[src/rtl/core/bsm_pkg.sv]
// Shared types and constants for the bank switch mapper with scanline IRQ.
// Used by bsm_ctrl, bsm_datapath and the top level; no dependencies.
`timescale 1ns / 1ps

package bsm_pkg;

  typedef enum logic [2:0] {
    KIND_CPU_RD  = 3'd0,
    KIND_CPU_WR  = 3'd1,
    KIND_PPU_RD  = 3'd2,
    KIND_PPU_WR  = 3'd3,
    KIND_TICK    = 3'd4,
    KIND_IRQ_SET = 3'd5
  } kind_e;

  typedef enum logic [1:0] {
    TGT_NONE    = 2'd0,
    TGT_PRG_ROM = 2'd1,
    TGT_PRG_RAM = 2'd2,
    TGT_CHR     = 2'd3
  } target_e;

  typedef enum logic [1:0] {
    MIR_VERTICAL    = 2'd0,
    MIR_HORIZONTAL  = 2'd1,
    MIR_FOUR_SCREEN = 2'd2
  } mirror_e;

  // Register windows above 0x8000, selected by address bits [14:13]
  localparam logic [1:0] REGION_BANK    = 2'd0;
  localparam logic [1:0] REGION_MIRROR  = 2'd1;
  localparam logic [1:0] REGION_IRQ_LAT = 2'd2;
  localparam logic [1:0] REGION_IRQ_EN  = 2'd3;

  localparam int unsigned CFG_IDX_W  = 2;
  localparam int unsigned CFG_DATA_W = 9;
  localparam logic [CFG_IDX_W-1:0] CFG_PRG_ROM_BANKS = 2'd0;
  localparam logic [CFG_IDX_W-1:0] CFG_CHR_ROM_BANKS = 2'd1;
  localparam logic [CFG_IDX_W-1:0] CFG_PRG_RAM       = 2'd2;
  localparam logic [CFG_IDX_W-1:0] CFG_INIT_MIRROR   = 2'd3;

  localparam logic [8:0] PRG_BANKS_RST = 9'd32;
  localparam logic [8:0] CHR_BANKS_RST = 9'd128;
  localparam logic [8:0] MAX_BANKS     = 9'd256;

  localparam int unsigned OFFSET_W  = 21;
  localparam int unsigned REM_STEPS = 8;

  typedef struct packed {
    logic start;  // capture the accepted transaction and update mapper state
    logic step;   // one restoring remainder step
    logic load;   // move the finished result into the output register
  } bsm_cmd_t;

endpackage

[src/rtl/core/bsm_ctrl.sv]
// Controller of the mapper: sequences accept, remainder steps and result load.
// Depends on bsm_pkg; drives bsm_datapath through bsm_cmd_t.
`timescale 1ns / 1ps

module bsm_ctrl (
  input  logic              clk_i,
  input  logic              rst_ni,
  input  logic              in_valid_i,
  output logic              in_stall_o,
  output logic              out_valid_o,
  input  logic              out_stall_i,
  output bsm_pkg::bsm_cmd_t cmd_o
);
  import bsm_pkg::*;

  localparam int unsigned STEP_W = $clog2(REM_STEPS);

  typedef enum logic [1:0] {
    ST_IDLE,
    ST_RUN,
    ST_DONE
  } state_e;

  state_e              state_q;
  logic [STEP_W-1:0]   step_cnt_q;
  logic                valid_q;

  always_comb begin
    cmd_o.start = (state_q == ST_IDLE) && in_valid_i;
    cmd_o.step  = (state_q == ST_RUN);
    cmd_o.load  = (state_q == ST_DONE) && (!valid_q || !out_stall_i);
  end

  always_ff @(posedge clk_i or negedge rst_ni) begin
    if (!rst_ni) begin
      state_q    <= ST_IDLE;
      step_cnt_q <= '0;
      valid_q    <= 1'b0;
    end else begin
      unique case (state_q)
        ST_IDLE: begin
          if (in_valid_i) begin
            state_q    <= ST_RUN;
            step_cnt_q <= '0;
          end
        end
        ST_RUN: begin
          step_cnt_q <= step_cnt_q + 1'b1;
          if (step_cnt_q == STEP_W'(REM_STEPS - 1)) begin
            state_q <= ST_DONE;
          end
        end
        ST_DONE: begin
          if (cmd_o.load) begin
            state_q <= ST_IDLE;
          end
        end
        default: state_q <= ST_IDLE;
      endcase

      // hold the result until taken, refill on load
      if (cmd_o.load) begin
        valid_q <= 1'b1;
      end else if (!out_stall_i) begin
        valid_q <= 1'b0;
      end
    end
  end

  assign in_stall_o  = (state_q != ST_IDLE);
  assign out_valid_o = valid_q;

endmodule

[src/rtl/core/bsm_datapath.sv]
// Datapath of the mapper: configuration, mapper and IRQ state, bank selection,
// restoring remainder unit and offset build. Depends on bsm_pkg.
`timescale 1ns / 1ps

module bsm_datapath #(
  parameter int unsigned PRG_BANK_BYTES = 8192,
  parameter int unsigned CHR_BANK_BYTES = 1024
) (
  input  logic                           clk_i,
  input  logic                           rst_ni,
  input  bsm_pkg::bsm_cmd_t              cmd_i,
  input  logic [2:0]                     kind_i,
  input  logic [15:0]                    bus_addr_i,
  input  logic [7:0]                     wdata_i,
  input  logic                           cfg_we_i,
  input  logic [bsm_pkg::CFG_IDX_W-1:0]  cfg_index_i,
  input  logic [bsm_pkg::CFG_DATA_W-1:0] cfg_wdata_i,
  output logic                           mapped_o,
  output logic [1:0]                     target_o,
  output logic [bsm_pkg::OFFSET_W-1:0]   phys_offset_o,
  output logic                           irq_line_o,
  output logic [1:0]                     mirroring_o
);
  import bsm_pkg::*;

  localparam int unsigned PRG_OFF_W = $clog2(PRG_BANK_BYTES);
  localparam int unsigned CHR_OFF_W = $clog2(CHR_BANK_BYTES);
  // ceil(2^32 / bytes): exact quotient for any 16-bit address
  localparam logic [31:0] PRG_RECIP =
    32'(((64'd1 << 32) + 64'(PRG_BANK_BYTES) - 64'd1) / 64'(PRG_BANK_BYTES));
  localparam logic [31:0] CHR_RECIP =
    32'(((64'd1 << 32) + 64'(CHR_BANK_BYTES) - 64'd1) / 64'(CHR_BANK_BYTES));

  // configuration
  logic [8:0] prg_banks_q, prg_banks_d;
  logic [8:0] chr_banks_q, chr_banks_d;
  logic       ram_present_q, ram_present_d;
  mirror_e    init_mirror_q, init_mirror_d;

  // mapper and IRQ state
  logic [2:0] bank_sel_q, bank_sel_d;
  logic       prg_swap_q, prg_swap_d;
  logic       chr_inv_q, chr_inv_d;
  logic [7:0] bank_num_q [8];
  logic [7:0] bank_num_d [8];
  logic [7:0] ctr_latch_q, ctr_latch_d;
  logic [7:0] irq_cnt_q, irq_cnt_d;
  logic       irq_en_q, irq_en_d;
  logic       ctr_reload_q, ctr_reload_d;
  logic       irq_pend_q, irq_pend_d;
  mirror_e    mirror_q, mirror_d;

  // per-transaction working registers
  logic       item_mapped_q;
  target_e    item_target_q;
  logic [15:0] addr_q;
  logic [7:0] dividend_q;
  logic [8:0] divisor_q;
  logic [7:0] rem_q;
  logic [15:0] prg_quo_q, chr_quo_q;
  logic [PRG_OFF_W-1:0] prg_low_q;
  logic [CHR_OFF_W-1:0] chr_low_q;

  // output register
  logic                mapped_q;
  target_e             target_q;
  logic [OFFSET_W-1:0] offset_q;
  logic                irq_line_q;
  mirror_e             mirroring_q;

  logic       item_mapped;
  target_e    item_target;
  logic [8:0] prg_count, chr_count;
  logic [7:0] prg_last, prg_second;
  logic [7:0] prg_bank, chr_bank, chr_sel_bank;
  logic [2:0] chr_win, chr_idx;
  logic [7:0] tick_cnt;
  mirror_e    cfg_mirror;
  logic [8:0] rem_trial;
  logic [7:0] rem_next;
  logic [47:0] prg_prod, chr_prod;
  logic [15:0] prg_addr_rem, chr_addr_rem;
  logic [31:0] prg_off_full, chr_off_full;
  logic [OFFSET_W-1:0] offset_d;

  function automatic logic [8:0] clamp_count(logic [8:0] n);
    logic [8:0] c;
    c = n;
    if (n == 9'd0) begin
      c = 9'd1;
    end else if (n > MAX_BANKS) begin
      c = MAX_BANKS;
    end
    return c;
  endfunction

  assign prg_count  = clamp_count(prg_banks_q);
  assign chr_count  = clamp_count(chr_banks_q);
  assign prg_last   = 8'(prg_count - 9'd1);
  assign prg_second = prg_last - 8'd1;

  // PRG window select: R6/R7/second-last/last, R6 and second-last swap in mode 1
  always_comb begin
    case (bus_addr_i[14:13])
      2'd1:    prg_bank = bank_num_q[7];
      2'd3:    prg_bank = prg_last;
      default: begin
        if ((bus_addr_i[14:13] == 2'd0) != prg_swap_q) begin
          prg_bank = bank_num_q[6];
        end else begin
          prg_bank = prg_second;
        end
      end
    endcase
  end

  // CHR window select: two 2 KiB pairs and four 1 KiB banks, halves swap on invert
  assign chr_win      = bus_addr_i[12:10] ^ {chr_inv_q, 2'b00};
  assign chr_idx      = chr_win[2] ? (chr_win - 3'd2) : {2'b00, chr_win[1]};
  assign chr_sel_bank = bank_num_q[chr_idx];
  always_comb begin
    if (chr_win[2]) begin
      chr_bank = chr_sel_bank;
    end else if (chr_win[0]) begin
      chr_bank = chr_sel_bank | 8'h01;
    end else begin
      chr_bank = chr_sel_bank & 8'hFE;
    end
  end

  // access decode
  always_comb begin
    item_mapped = 1'b0;
    item_target = TGT_NONE;
    case (kind_i) inside
      KIND_CPU_RD, KIND_CPU_WR: begin
        if (bus_addr_i[15:13] == 3'b011 && ram_present_q) begin
          item_mapped = 1'b1;
          item_target = TGT_PRG_RAM;
        end else if (bus_addr_i[15]) begin
          item_mapped = 1'b1;
          if (kind_i == KIND_CPU_RD) begin
            item_target = TGT_PRG_ROM;
          end
        end
      end
      KIND_PPU_RD, KIND_PPU_WR: begin
        if (bus_addr_i[15:13] == 3'b000) begin
          item_mapped = 1'b1;
          item_target = TGT_CHR;
        end
      end
      default: ;
    endcase
  end

  assign tick_cnt = (irq_cnt_q == 8'd0 || ctr_reload_q) ? ctr_latch_q : irq_cnt_q - 8'd1;
  assign cfg_mirror = (cfg_wdata_i[1:0] == 2'd3) ? MIR_FOUR_SCREEN : mirror_e'(cfg_wdata_i[1:0]);

  // next state of configuration and mapper registers
  always_comb begin
    prg_banks_d   = prg_banks_q;
    chr_banks_d   = chr_banks_q;
    ram_present_d = ram_present_q;
    init_mirror_d = init_mirror_q;
    bank_sel_d    = bank_sel_q;
    prg_swap_d    = prg_swap_q;
    chr_inv_d     = chr_inv_q;
    bank_num_d    = bank_num_q;
    ctr_latch_d   = ctr_latch_q;
    irq_cnt_d     = irq_cnt_q;
    irq_en_d      = irq_en_q;
    ctr_reload_d  = ctr_reload_q;
    irq_pend_d    = irq_pend_q;
    mirror_d      = mirror_q;

    if (cmd_i.start) begin
      case (kind_i)
        KIND_CPU_WR: begin
          if (bus_addr_i[15]) begin
            unique case (bus_addr_i[14:13])
              REGION_BANK: begin
                if (!bus_addr_i[0]) begin
                  bank_sel_d = wdata_i[2:0];
                  prg_swap_d = wdata_i[6];
                  chr_inv_d  = wdata_i[7];
                end else begin
                  bank_num_d[bank_sel_q] = wdata_i;
                end
              end
              REGION_MIRROR: begin
                // PRG RAM protect on odd addresses is ignored
                if (!bus_addr_i[0] && mirror_q != MIR_FOUR_SCREEN) begin
                  mirror_d = mirror_e'({1'b0, wdata_i[0]});
                end
              end
              REGION_IRQ_LAT: begin
                if (!bus_addr_i[0]) begin
                  ctr_latch_d = wdata_i;
                end else begin
                  irq_cnt_d    = 8'd0;
                  ctr_reload_d = 1'b1;
                end
              end
              REGION_IRQ_EN: begin
                if (!bus_addr_i[0]) begin
                  irq_en_d   = 1'b0;
                  irq_pend_d = 1'b0;
                end else begin
                  irq_en_d = 1'b1;
                end
              end
              default: ;
            endcase
          end
        end
        KIND_TICK: begin
          irq_cnt_d    = tick_cnt;
          ctr_reload_d = 1'b0;
          if (tick_cnt == 8'd0 && irq_en_q) begin
            irq_pend_d = 1'b1;
          end
        end
        KIND_IRQ_SET: irq_pend_d = wdata_i[0];
        default: ;
      endcase
    end

    if (cfg_we_i) begin
      unique case (cfg_index_i)
        CFG_PRG_ROM_BANKS: prg_banks_d   = cfg_wdata_i;
        CFG_CHR_ROM_BANKS: chr_banks_d   = cfg_wdata_i;
        CFG_PRG_RAM:       ram_present_d = cfg_wdata_i[0];
        CFG_INIT_MIRROR: begin
          init_mirror_d = cfg_mirror;
          mirror_d      = cfg_mirror;
        end
        default: ;
      endcase
    end
  end

  always_ff @(posedge clk_i or negedge rst_ni) begin
    if (!rst_ni) begin
      prg_banks_q   <= PRG_BANKS_RST;
      chr_banks_q   <= CHR_BANKS_RST;
      ram_present_q <= 1'b1;
      init_mirror_q <= MIR_VERTICAL;
      bank_sel_q    <= '0;
      prg_swap_q    <= 1'b0;
      chr_inv_q     <= 1'b0;
      for (int i = 0; i < 8; i++) begin
        bank_num_q[i] <= '0;
      end
      ctr_latch_q   <= '0;
      irq_cnt_q     <= '0;
      irq_en_q      <= 1'b0;
      ctr_reload_q  <= 1'b0;
      irq_pend_q    <= 1'b0;
      mirror_q      <= MIR_VERTICAL;
    end else begin
      prg_banks_q   <= prg_banks_d;
      chr_banks_q   <= chr_banks_d;
      ram_present_q <= ram_present_d;
      init_mirror_q <= init_mirror_d;
      bank_sel_q    <= bank_sel_d;
      prg_swap_q    <= prg_swap_d;
      chr_inv_q     <= chr_inv_d;
      bank_num_q    <= bank_num_d;
      ctr_latch_q   <= ctr_latch_d;
      irq_cnt_q     <= irq_cnt_d;
      irq_en_q      <= irq_en_d;
      ctr_reload_q  <= ctr_reload_d;
      irq_pend_q    <= irq_pend_d;
      mirror_q      <= mirror_d;
    end
  end

  // restoring remainder: one dividend bit per step
  assign rem_trial = {rem_q, dividend_q[7]};
  assign rem_next  = (rem_trial >= divisor_q) ? 8'(rem_trial - divisor_q) : rem_trial[7:0];

  // byte within bank by reciprocal multiply, two register stages behind addr_q
  assign prg_prod     = 48'(addr_q) * 48'(PRG_RECIP);
  assign chr_prod     = 48'(addr_q) * 48'(CHR_RECIP);
  assign prg_addr_rem = addr_q - 16'(32'(prg_quo_q) * 32'(PRG_BANK_BYTES));
  assign chr_addr_rem = addr_q - 16'(32'(chr_quo_q) * 32'(CHR_BANK_BYTES));

  always_ff @(posedge clk_i) begin
    if (cmd_i.start) begin
      item_mapped_q <= item_mapped;
      item_target_q <= item_target;
      addr_q        <= bus_addr_i;
      rem_q         <= '0;
      if (item_target == TGT_CHR) begin
        dividend_q <= chr_bank;
        divisor_q  <= chr_count;
      end else begin
        dividend_q <= prg_bank;
        divisor_q  <= prg_count;
      end
    end else if (cmd_i.step) begin
      rem_q      <= rem_next;
      dividend_q <= {dividend_q[6:0], 1'b0};
    end
    prg_quo_q <= prg_prod[47:32];
    chr_quo_q <= chr_prod[47:32];
    prg_low_q <= prg_addr_rem[PRG_OFF_W-1:0];
    chr_low_q <= chr_addr_rem[CHR_OFF_W-1:0];
  end

  assign prg_off_full = 32'(rem_q) * 32'(PRG_BANK_BYTES) + 32'(prg_low_q);
  assign chr_off_full = 32'(rem_q) * 32'(CHR_BANK_BYTES) + 32'(chr_low_q);

  always_comb begin
    case (item_target_q)
      TGT_PRG_ROM: offset_d = prg_off_full[OFFSET_W-1:0];
      TGT_PRG_RAM: offset_d = OFFSET_W'(addr_q[12:0]);
      TGT_CHR:     offset_d = chr_off_full[OFFSET_W-1:0];
      default:     offset_d = '0;
    endcase
  end

  always_ff @(posedge clk_i) begin
    if (cmd_i.load) begin
      mapped_q    <= item_mapped_q;
      target_q    <= item_target_q;
      offset_q    <= offset_d;
      irq_line_q  <= irq_pend_q;
      mirroring_q <= mirror_q;
    end
  end

  assign mapped_o      = mapped_q;
  assign target_o      = target_q;
  assign phys_offset_o = offset_q;
  assign irq_line_o    = irq_line_q;
  assign mirroring_o   = mirroring_q;

endmodule

[src/rtl/core/bank_switch_mapper_scanline_irq.sv]
// Bank switching mapper with scanline IRQ counter: top level.
// Depends on bsm_pkg, bsm_ctrl and bsm_datapath.
//
// Usage:
//   Input channel (in_valid_i / in_stall_o) carries one bus transaction:
//   kind_i, bus_addr_i, wdata_i. Output channel (out_valid_o / out_stall_i)
//   returns one result per transaction: mapped_o, target_o, phys_offset_o,
//   irq_line_o, mirroring_o. Mapper register writes, scanline ticks and
//   IRQ set/clear take effect at the edge the transaction is accepted.
//   From acceptance to out_valid_o, the accepting edge captures, eight steps
//   of the restoring remainder reduce the bank number by the bank count, and
//   the load builds the offset into the output register. One transaction is
//   in work at a time, so a new one is taken only once the previous one has
//   run its eight-step remainder loop and load and the controller is idle.
//   A finished result waits in the output register while out_stall_i is
//   high; the next transaction is still accepted and its result is held
//   back until the register is free.
//   Configuration (cfg_we_i, cfg_index_i, cfg_wdata_i) is written between
//   transactions. Reset clears the handshake state and loads the default
//   configuration and mapper state; no clearing pass is needed.
`timescale 1ns / 1ps

module bank_switch_mapper_scanline_irq #(
  parameter int unsigned PRG_BANK_BYTES = 8192,
  parameter int unsigned CHR_BANK_BYTES = 1024
) (
  input  logic                           clk_i,
  input  logic                           rst_ni,
  input  logic                           in_valid_i,
  output logic                           in_stall_o,
  input  logic [2:0]                     kind_i,
  input  logic [15:0]                    bus_addr_i,
  input  logic [7:0]                     wdata_i,
  output logic                           out_valid_o,
  input  logic                           out_stall_i,
  output logic                           mapped_o,
  output logic [1:0]                     target_o,
  output logic [bsm_pkg::OFFSET_W-1:0]   phys_offset_o,
  output logic                           irq_line_o,
  output logic [1:0]                     mirroring_o,
  input  logic                           cfg_we_i,
  input  logic [bsm_pkg::CFG_IDX_W-1:0]  cfg_index_i,
  input  logic [bsm_pkg::CFG_DATA_W-1:0] cfg_wdata_i
);
  import bsm_pkg::*;

  bsm_cmd_t cmd;

  bsm_ctrl u_ctrl (
    .clk_i       (clk_i),
    .rst_ni      (rst_ni),
    .in_valid_i  (in_valid_i),
    .in_stall_o  (in_stall_o),
    .out_valid_o (out_valid_o),
    .out_stall_i (out_stall_i),
    .cmd_o       (cmd)
  );

  bsm_datapath #(
    .PRG_BANK_BYTES (PRG_BANK_BYTES),
    .CHR_BANK_BYTES (CHR_BANK_BYTES)
  ) u_datapath (
    .clk_i         (clk_i),
    .rst_ni        (rst_ni),
    .cmd_i         (cmd),
    .kind_i        (kind_i),
    .bus_addr_i    (bus_addr_i),
    .wdata_i       (wdata_i),
    .cfg_we_i      (cfg_we_i),
    .cfg_index_i   (cfg_index_i),
    .cfg_wdata_i   (cfg_wdata_i),
    .mapped_o      (mapped_o),
    .target_o      (target_o),
    .phys_offset_o (phys_offset_o),
    .irq_line_o    (irq_line_o),
    .mirroring_o   (mirroring_o)
  );

`ifndef SYNTHESIS
  // an accepted transaction blocks the input until its result is loaded
  a_busy_after_accept: assert property (@(posedge clk_i) disable iff (!rst_ni)
    (in_valid_i && !in_stall_o) |=> in_stall_o)
    else $error("input not stalled after accepting a transaction");

  // a fresh result frees the input channel in the same cycle
  a_idle_on_result: assert property (@(posedge clk_i) disable iff (!rst_ni)
    $rose(out_valid_o) |-> !in_stall_o)
    else $error("result loaded while controller still busy");

  // unmapped results carry no target and no offset
  a_unmapped_clean: assert property (@(posedge clk_i) disable iff (!rst_ni)
    (out_valid_o && !mapped_o) |-> (target_o == TGT_NONE && phys_offset_o == '0))
    else $error("unmapped result with target or offset");
`endif

endmodule
[config.mk]
export PLATFORM = sky130hd
export DESIGN_NAME = bank_switch_mapper_scanline_irq
export DESIGN_NICKNAME = d
export VERILOG_FILES = /design/src/rtl/core/bsm_pkg.sv /design/src/rtl/core/bsm_ctrl.sv /design/src/rtl/core/bsm_datapath.sv /design/src/rtl/core/bank_switch_mapper_scanline_irq.sv
export SDC_FILE = /design/constraint.sdc
export NUM_CORES = 1
export LEC_CHECK = 0
export BUFFER_PORTS_ARGS = -buffer_cell sky130_fd_sc_hd__buf_2
export CORE_MARGIN = 4
export CORE_UTILIZATION = 60
export DETAILED_ROUTE_END_ITERATION = 10
export MAX_ROUTING_LAYER = met4
export PLACE_DENSITY = 0.88
export SLEW_MARGIN = 25
export SYNTH_ARGS = -nofsm -noshare
export SYNTH_HDL_FRONTEND = slang
export SYNTH_SLANG_ARGS = --single-unit
[constraint.sdc]
create_clock -name clk_i -period 5.08 [get_ports clk_i]
set_input_delay 0.254 -clock clk_i [delete_from_list [all_inputs] [get_ports clk_i]]
set_output_delay 0.254 -clock clk_i [all_outputs]
set_load 0.01 [all_outputs]
==> results of run 1 <==
[worst max-delay path: cells and delay by family, from the launching register on]
kind            cells  cell delay (ns)
compound gates      5             1.42
simple gates        3             0.97
flops               1             0.50
fa+ha+maj           1             0.30
buf+inv             1             0.09
xor+xnor            1             0.06
[sequential cells by signal (all words and copies together) (netlist names), 2 cells and up]
name	cells
u_datapath.addr_q	13
u_datapath.prg_banks_q	9
u_datapath.dividend_q	8
u_datapath.bank_sel_q	3
u_datapath.target_o	2
u_datapath.irq_cnt_q	8
u_datapath.mirroring_o	2
u_datapath.chr_banks_q	9
u_datapath.divisor_q	9
u_datapath.rem_q	8
u_datapath.ctr_latch_q	8
u_datapath.bank_num_q	62
u_datapath.phys_offset_o	21
u_ctrl.state_q	2
u_datapath.item_target_q	2
u_datapath.mirror_q	2
u_ctrl.step_cnt_q	3
u_datapath.prg_low_q	13
[kinds of logic after synthesis]
| logic type | after synthesis | synth area share |
|---|---|---|
| flops | 194 | 0.5375 |
| simple gates | 205 | 0.1212 |
| buf+inv | 69 | 0.02781 |
| mux | 131 | 0.1557 |
| fa+ha+maj | 18 | 0.02475 |
| xor+xnor | 16 | 0.01490 |
| compound gates | 171 | 0.1182 |
[power groups by stage]
stage / sequential, mW / combinational, mW / clock (mW)
3_5_place_dp: 2.09 / 1.18 / 0
5_1_grt: 2.10 / 1.34 / 1.32
6_report: 2.07 / 1.19 / 1.26
4_1_cts: 2.06 / 1.19 / 1.26
3_3_place_gp: 2.08 / 1.13 / 0
2_1_floorplan: 2.02 / 0.944 / 0
[routing by layer]
metal,vias up,GRT usage,share of wire,wire (um)
li1,3045,-,-,-
met2,221,0.3750,0.49,9757
met5,-,-,0,0
met1,3180,0.3085,0.43,8654
met3,42,0.04267,0.055,1089
met4,0,0.08171,0.022,433
[synth_stat cells, types with 3 or more instances]
master / number / area, um^2
nor4_1: 5 / 31.28
and3_1: 3 / 18.77
a21oi_1: 44 / 220.2
nand2b_1: 10 / 62.56
xnor2_1: 7 / 61.31
o21ai_0: 52 / 260.3
a21boi_0: 3 / 22.52
inv_1: 24 / 90.09
dfstp_2: 3 / 78.83
o211ai_1: 5 / 37.54
a31oi_1: 3 / 18.77
and2_1: 4 / 25.02
a211oi_1: 7 / 52.55
a22oi_1: 3 / 22.52
clkbuf_1: 36 / 135.1
mux2i_1: 27 / 270.3
xor2_1: 9 / 78.83
nand2_1: 61 / 229.0
ha_1: 17 / 212.7
nor2_1: 43 / 161.4
or2_2: 3 / 18.77
nor4b_1: 3 / 26.28
a22o_1: 15 / 131.4
dfrtp_1: 110 / 2753
dfxtp_1: 21 / 420.4
buf_1: 7 / 26.28
nor2b_1: 13 / 81.33
nand3b_1: 13 / 97.59
a21o_1: 5 / 37.54
nor3_1: 11 / 55.05
o31ai_1: 3 / 22.52
edfxtp_1: 60 / 1802
o22ai_1: 6 / 37.54
nand4b_1: 3 / 26.28
o21a_1: 3 / 22.52
a211o_1: 3 / 26.28
nand3_1: 4 / 20.02
mux2_2: 102 / 1149
nor3b_1: 5 / 37.54
[repair_timing]
item                                   CTS  global route
buffers inserted                         0             0
hold buffers                             2             1
endpoints found under the hold margin   67             1
[cell type report]
type / instances / area (um^2) / share of cell area
multi-input combinational: 541 / 4091 / 0.3903
inverter: 24 / 90.09 / 0.008594
clock inverter: 11 / 97.59 / 0.009310
timing repair buffer: 80 / 432.9 / 0.04130
antenna: 1 / 2.502 / 0.0002387
sequential: 194 / 5054 / 0.4821
clock buffer: 21 / 450.4 / 0.04297
tap: 211 / 264.0 / 0.02518
[layout by cell type, fill, tap and decap left out, drive strengths merged, types with 4 or more instances in the layout]
| cell type | count |
|---|---|
| inv | 29 |
| nor4 | 7 |
| xnor2 | 7 |
| a21oi | 44 |
| o22ai | 6 |
| o21a | 4 |
| nand3 | 5 |
| dfxtp | 21 |
| dfrtp | 110 |
| clkbuf | 21 |
| buf | 77 |
| a31oi | 4 |
| a21o | 5 |
| nor3b | 7 |
| o21ai | 52 |
| edfxtp | 60 |
| and2 | 4 |
| nor2b | 13 |
| a211oi | 7 |
| nor2 | 46 |
| a22o | 15 |
| mux2 | 102 |
| xor2 | 9 |
| mux2i | 27 |
| nand2 | 62 |
| nand2b | 11 |
| nor3 | 13 |
| o211ai | 5 |
| nand3b | 13 |
| ha | 17 |
[final timing paths]
kind / end / slack (ns) / from
min reg2reg: u_datapath.prg_low_q[6] / 0.38 / u_datapath.addr_q[6]
max in group asynchronous: u_datapath.ctr_latch_q[7] / 3.47 / rst_ni
max reg2reg: u_datapath.dividend_q[6] / 1.50 / u_datapath.prg_banks_q[3]
min: u_datapath.addr_q[8] / 0.005 / bus_addr_i[8]
min in group asynchronous: u_datapath.chr_banks_q[6] / 0.48 / rst_ni
max: u_datapath.dividend_q[6] / 1.50 / u_datapath.prg_banks_q[3]
==> impl_metrics.sql, run 1 <==
INSERT INTO impl_metrics (metric_group, metric, value, unit) VALUES
('run_status', 'outcome', 'completed', ''),
('detailed_routing', 'via_count', '6488', ''),
('floorplan', 'core_region', '0.01526', 'mm^2'),
('power', 'power_density', '431.0', 'mW/mm^2'),
('worst_setup_path', 'crit_path_max_fanout', '12', ''),
('detailed_routing', 'drt-wirelength-per-cell', '18.41', 'um'),
('place', 'detailedPlacementHpwl', '13.86', 'mm'),
('cts', 'cts_clock_pin_slew_for_the_worst_setup_and_hold_paths', '0.07', 'ns'),
('worst_setup_path', 'critical_path.endpoint_type', 'flip-flop', ''),
('power', 'p_int', '3.034', 'mW'),
('layout', 'count_of_fill_cells_added_during_filler_insertion', '1027', ''),
('sta', 'hold_ws', '0.005239', 'ns'),
('power', 'share_clk_of_total_power', '0.278', ''),
('detailed_routing', 'first_pass_iteration_count_of_the_detailed_router', '5', ''),
('power', 'ir_worst_vdd', '250.0', 'uV'),
('worst_setup_path', 'start_kind', 'flip-flop', ''),
('yosys', 'syn_avg_cell_area', '11.69', 'um^2'),
('detailed_routing', 'detail_route.iter0.violations', '683', ''),
('floorplan', 'die_w', '133.2', 'um'),
('power', 'cellLeakagePower', '4.554', 'nW'),
('sta', 'fin_crit', '3.583', 'ns'),
('global_route', 'gr-usage-all-layers', '0.2357', ''),
('floorplan', 'row_count', '45', ''),
('yosys', 'seq_area_frac_synth', '0.5375', ''),
('global_route', 'grt_start_max_net_pins', '71', ''),
('yosys', 'synth-async-reset-ratio', '0.5825', ''),
('layout', 'fin_nets', '919', ''),
('layout', 'final_cell_area', '0.01048', 'mm^2'),
('detailed_routing', 'drt-total-wl', '19.94', 'mm'),
('layout', 'postLayoutCoreUtil', '0.6870', ''),
('power', 'netSwitchingPower', '1.484', 'mW'),
('yosys', 'ys.warnings.count', '0', ''),
('yosys', 'ys_ff_latch', '194', ''),
('cts', 'tritoncts_clock_tree', 'built', ''),
('yosys', 'synth_enable_flop_cells', '60', ''),
('yosys', 'synth_ff_type', 'dfrtp_1', ''),
('floorplan', 'design.portCount', '72', ''),
('worst_setup_path', 'crit_chain', 'or4_4 > o22ai_1 > inv_1 > ha_1 > and4bb_2 > a21oi_1 > o21ai_0 > a311o_2 > nand2b_4 > xor2_1 > a221o_1', ''),
('worst_setup_path', 'largest_stage_delay_worst_path', '0.62', 'ns'),
('sta', 'worst_slew_pin_slew', '0.9031', 'ns'),
('yosys', 'post_synth_num_cell_types', '76', ''),
('layout', 'layout-drive-gt1-share', '0.2721', ''),
('place', 'port_buffers', '71', ''),
('place', 'placement.setup.worst_slack', '1.544', 'ns'),
('detailed_routing', 'routed_via_density', '5.991', ''),
('sta', 'maxSlewViolCount', '0', ''),
('cts', 'clock_tree.buffer_depth', '2', ''),
('detailed_routing', 'antenna_left', '0', ''),
('cts', 'htreeDepth', '4', ''),
('layout', 'finish.cell_count_without_fillers', '1083', ''),
('cts', 'numCtsBuffers', '17', ''),
('floorplan', 'fp.dieArea', '0.01774', 'mm^2'),
('global_route', 'grt_first_pass_wirelength', '32.46', 'mm'),
('global_route', 'globalRouteOverflowTotal', '0', ''),
('worst_setup_path', 'critical_path_class', 'reg2reg', ''),
('worst_setup_path', 'crit_arrival', '3.78', 'ns'),
('place', 'dp_cells', '1047', ''),
('sta', 'grt_setup_unrepaired', 'false', ''),
('place', 'gp_congestion', '0.8873', ''),
('sta', 'setup_ws', '1.497', 'ns'),
('detailed_routing', 'drc', '0', ''),
('sta', 'timing.slew.headroom', '0.3979', ''),
('sta', 'setup-tns-final', '0', 'ns'),
('cts', 'clk_root_buffer_cell', 'clkbuf_16', ''),
('layout', 'layout-area-overhead-vs-synth', '11.48', '%'),
('global_route', 'first_global_vias', '6300', ''),
('min_path', 'min_delay_path_depth', '1', ''),
('yosys', 'netlist_area', '0.009403', 'mm^2'),
('sta', 'timing.final.crit_share', '0.7053', ''),
('global_route', 'number_of_antenna_violations_at_the_first_check_in_global_routing', '0', ''),
('place', 'placed_cell_area', '0.009902', 'mm^2');
No activity file was read; power rests on OpenSTA's default activity.
==> run 2, diff against run 1 <==
CORE_UTILIZATION = 54   (was 60)
PLACE_DENSITY = 0.84   (was 0.88)
clock period = 2.95 ns   (was 5.08 ns; I/O delays follow)
==> run 2 against run 1 <==
Clock skew is 0.0023 ns higher. Clock power is 83% higher. Setup slack worse by 1.4 ns. Routed wire length is 6.2% higher. Sequential cell count stayed put. Global-route usage is 0.96 points lower. Sequential power is 71% higher. Largest cell class unchanged. Highest routed layer unchanged.
==> impl_metrics.sql, run 2 (synthesis gave the netlist of run 1 again) <==
INSERT INTO impl_metrics (metric_group, metric, value, unit) VALUES
('floorplan', 'row_count', '47', ''),
('power', 'netSwitchingPower', '2.629', 'mW'),
('sta', 'finalHoldViolations', '0', ''),
('global_route', 'grt_first_pass_wirelength', '34.40', 'mm'),
('sta', 'grt_setup_unrepaired', 'true', ''),
('detailed_routing', 'first_pass_iteration_count_of_the_detailed_router', '5', ''),
('min_path', 'hold_class', 'in2reg', ''),
('run_status', 'outcome', 'completed', ''),
('cts', 'clk_root_buffer_cell', 'clkbuf_16', ''),
('sta', 'finalSetupViolations', '0', ''),
('global_route', 'globalRouteOverflowTotal', '0', ''),
('power', 'ir_worst_vdd', '483.0', 'uV'),
('detailed_routing', 'drt-total-wl', '21.16', 'mm'),
('worst_setup_path', 'start_kind', 'flip-flop', ''),
('floorplan', 'die_height', '140.0', 'um'),
('layout', 'layout-drive-gt1-share', '0.2948', ''),
('worst_setup_path', 'crit_arrival', '3.05', 'ns'),
('sta', 'worst_slew_pin_slew', '0.7284', 'ns'),
('cts', 'numCtsBuffers', '17', ''),
('power', 'cellLeakagePower', '4.791', 'nW'),
('power', 'p_int', '5.501', 'mW'),
('run', 'timing.max_cap.violations', '0', ''),
('place', 'port_buffers', '71', ''),
('power', 'share_clk_of_total_power', '0.284', ''),
('layout', 'layout-area-overhead-vs-synth', '16.73', '%'),
('detailed_routing', 'routed_via_density', '5.952', ''),
('detailed_routing', 'drc', '0', ''),
('global_route', 'grt_start_max_net_pins', '61', ''),
('layout', 'flip_flop_count_of_the_largest_register_all_copies_and_words_added', '62', ''),
('sta', 'setup-tns-final', '0', 'ns'),
('global_route', 'first_global_vias', '6603', ''),
('power', 'power_density', '740.7', 'mW/mm^2'),
('sta', 'hold_ws', '0.03068', 'ns'),
('cts', 'clock_sink_count', '194', ''),
('worst_setup_path', 'critical_path.endpoint_type', 'flip-flop', ''),
('place', 'detailedPlacementHpwl', '14.27', 'mm'),
('cts', 'cts_clock_pin_slew_for_the_worst_setup_and_hold_paths', '0.07', 'ns'),
('cts', 'clock_tree.buffer_depth', '2', ''),
('sta', 'timing.final.crit_share', '0.9711', ''),
('sta', 'clock.fmax', '0.3491', 'GHz'),
('detailed_routing', 'antenna_left', '0', ''),
('layout', 'fin_nets', '964', ''),
('sta', 'timing.slew.headroom', '0.5134', ''),
('detailed_routing', 'drt-wirelength-per-cell', '18.60', 'um'),
('place', 'gp_congestion', '0.8714', ''),
('power', 'seqPwrFrac', '0.434', ''),
('detailed_routing', 'via_count', '6773', ''),
('sta', 'fin_crit', '2.865', 'ns'),
('sta', 'maxSlewViolCount', '0', ''),
('floorplan', 'fp.dieArea', '0.01959', 'mm^2'),
('layout', 'layout.cells.most_common', 'dfrtp_1', ''),
('layout', 'postLayoutCoreUtil', '0.6526', ''),
('floorplan', 'die_w', '140.0', 'um'),
('floorplan', 'design.portCount', '72', ''),
('floorplan', 'starting_utilization_of_the_core_area', '0.5591', ''),
('layout', 'largest-register', 'u_datapath.bank_num_q', ''),
('cts', 'insertion_delay', '0.44', 'ns'),
('sta', 'clock_skew', '0.01126', 'ns'),
('worst_setup_path', 'critical_path_class', 'reg2reg', ''),
('global_route', 'number_of_antenna_violations_at_the_first_check_in_global_routing', '1', ''),
('cts', 'tritoncts_clock_tree', 'built', ''),
('detailed_routing', 'detail_route.iter0.violations', '621', ''),
('worst_setup_path', 'crit_path_max_fanout', '5', ''),
('power', 'power.combinational.fraction', '0.282', ''),
('floorplan', 'core_region', '0.01682', 'mm^2'),
('global_route', 'gr-usage-all-layers', '0.2261', ''),
('layout', 'layout_common_cells', '110 x dfrtp_1, 102 x mux2_2, 70 x buf_2, 60 x nand2_1, 60 x edfxtp_1', ''),
('cts', 'htreeDepth', '4', ''),
('power', 'swShare', '0.3234', ''),
('worst_setup_path', 'worstPathRequired', '3.14', 'ns');
[run 2: changes by cell type in the layout (fill, tap and decap cells not counted), sizes merged]
cell / before / now
bufinv: 0 / 2
inv: 29 / 27
clkinvlp: 3 / 2
clkinv: 3 / 6
buf: 77 / 104
diode: 1 / 2
clkbuf: 21 / 19
dlygate4sd3: 3 / 21
[run 2: layout make-up]
cell class	instances	area, um^2
antenna	2	5.005
clock buffer	19	432.9
clock inverter	13	153.9
fill	1231	5843
inverter	24	90.09
multi-input combinational	541	4133
sequential	194	5054
tap	220	275.3
timing repair buffer	125	832.0
[run 2: power by group through the flow]
stage | clock network, mW | registers [mW] | logic (mW)
6_report | 2.31 | 3.53 | 2.30
5_1_grt | 2.44 | 3.57 | 2.57
4_1_cts | 2.33 | 3.52 | 2.24
3_5_place_dp | 0 | 3.57 | 2.19
3_3_place_gp | 0 | 3.55 | 2.11
2_1_floorplan | 0 | 3.48 | 1.65
[run 2: per-layer routing]
| metal | part of all wire | wire length [um] | vias to the layer above | track usage |
|---|---|---|---|---|
| li1 | - | - | 3134 | - |
| met1 | 0.43 | 9164 | 3359 | 0.2958 |
| met2 | 0.49 | 10400 | 244 | 0.3619 |
| met3 | 0.055 | 1169 | 36 | 0.03851 |
| met4 | 0.021 | 434 | 0 | 0.07598 |
| met5 | 0 | 0 | - | - |
[run 2: path summary, 6_finish.rpt]
| kind | startpoint | to | slack, ns | cells past startpoint |
|---|---|---|---|---|
| min in group asynchronous | rst_ni | u_datapath.bank_num_q[60] | 0.30 | 2 |
| worst max-delay path | u_datapath.prg_banks_q[1] | u_datapath.dividend_q[6] | 0.09 | 10 |
| worst min register to register | u_datapath.addr_q[10] | u_datapath.prg_low_q[10] | 0.38 | 0 |
| max in group asynchronous | rst_ni | u_datapath.prg_banks_q[5] | 1.82 | 3 |
| worst min-delay path | kind_i[0] | u_datapath.ctr_reload_q | 0.03 | 3 |
| worst max register to register | u_datapath.prg_banks_q[1] | u_datapath.dividend_q[6] | 0.09 | 10 |
[run 2: what timing repair did]
item / 4_1_cts / 5_1_grt
setup buffers: 0 / 4
hold endpoints to repair: 80 / 0
setup endpoints to repair: 0 / 3
gates resized for setup: 0 / 5
hold buffers: 21 / 0
[run 2: metrics by stage]
step           total power, mW  instance area, um^2  setup slack (ns)  cells
3_5_place_dp             5.755                10120           0.05278   1079
2_1_floorplan            5.124                 9438         -0.004969    804
5_1_grt                  8.578                10980         -0.009817   1138
4_1_cts                  8.091                10920           0.03776   1132
6_report                 8.130                10980           0.08526   1138
3_3_place_gp             5.659                10120            0.1084   1079
[run 2: worst max-delay path, stage by stage, from the launching register on]
cell and delay [ns]:
dfrtp_1 0.39, buf_4 0.15, nand2_2 0.14, ha_1 0.23
or4b_1 0.49, o21a_4 0.25, a31oi_4 0.22, nand3_2 0.13
nand2b_4 0.15, xor2_1 0.15, a221o_1 0.31
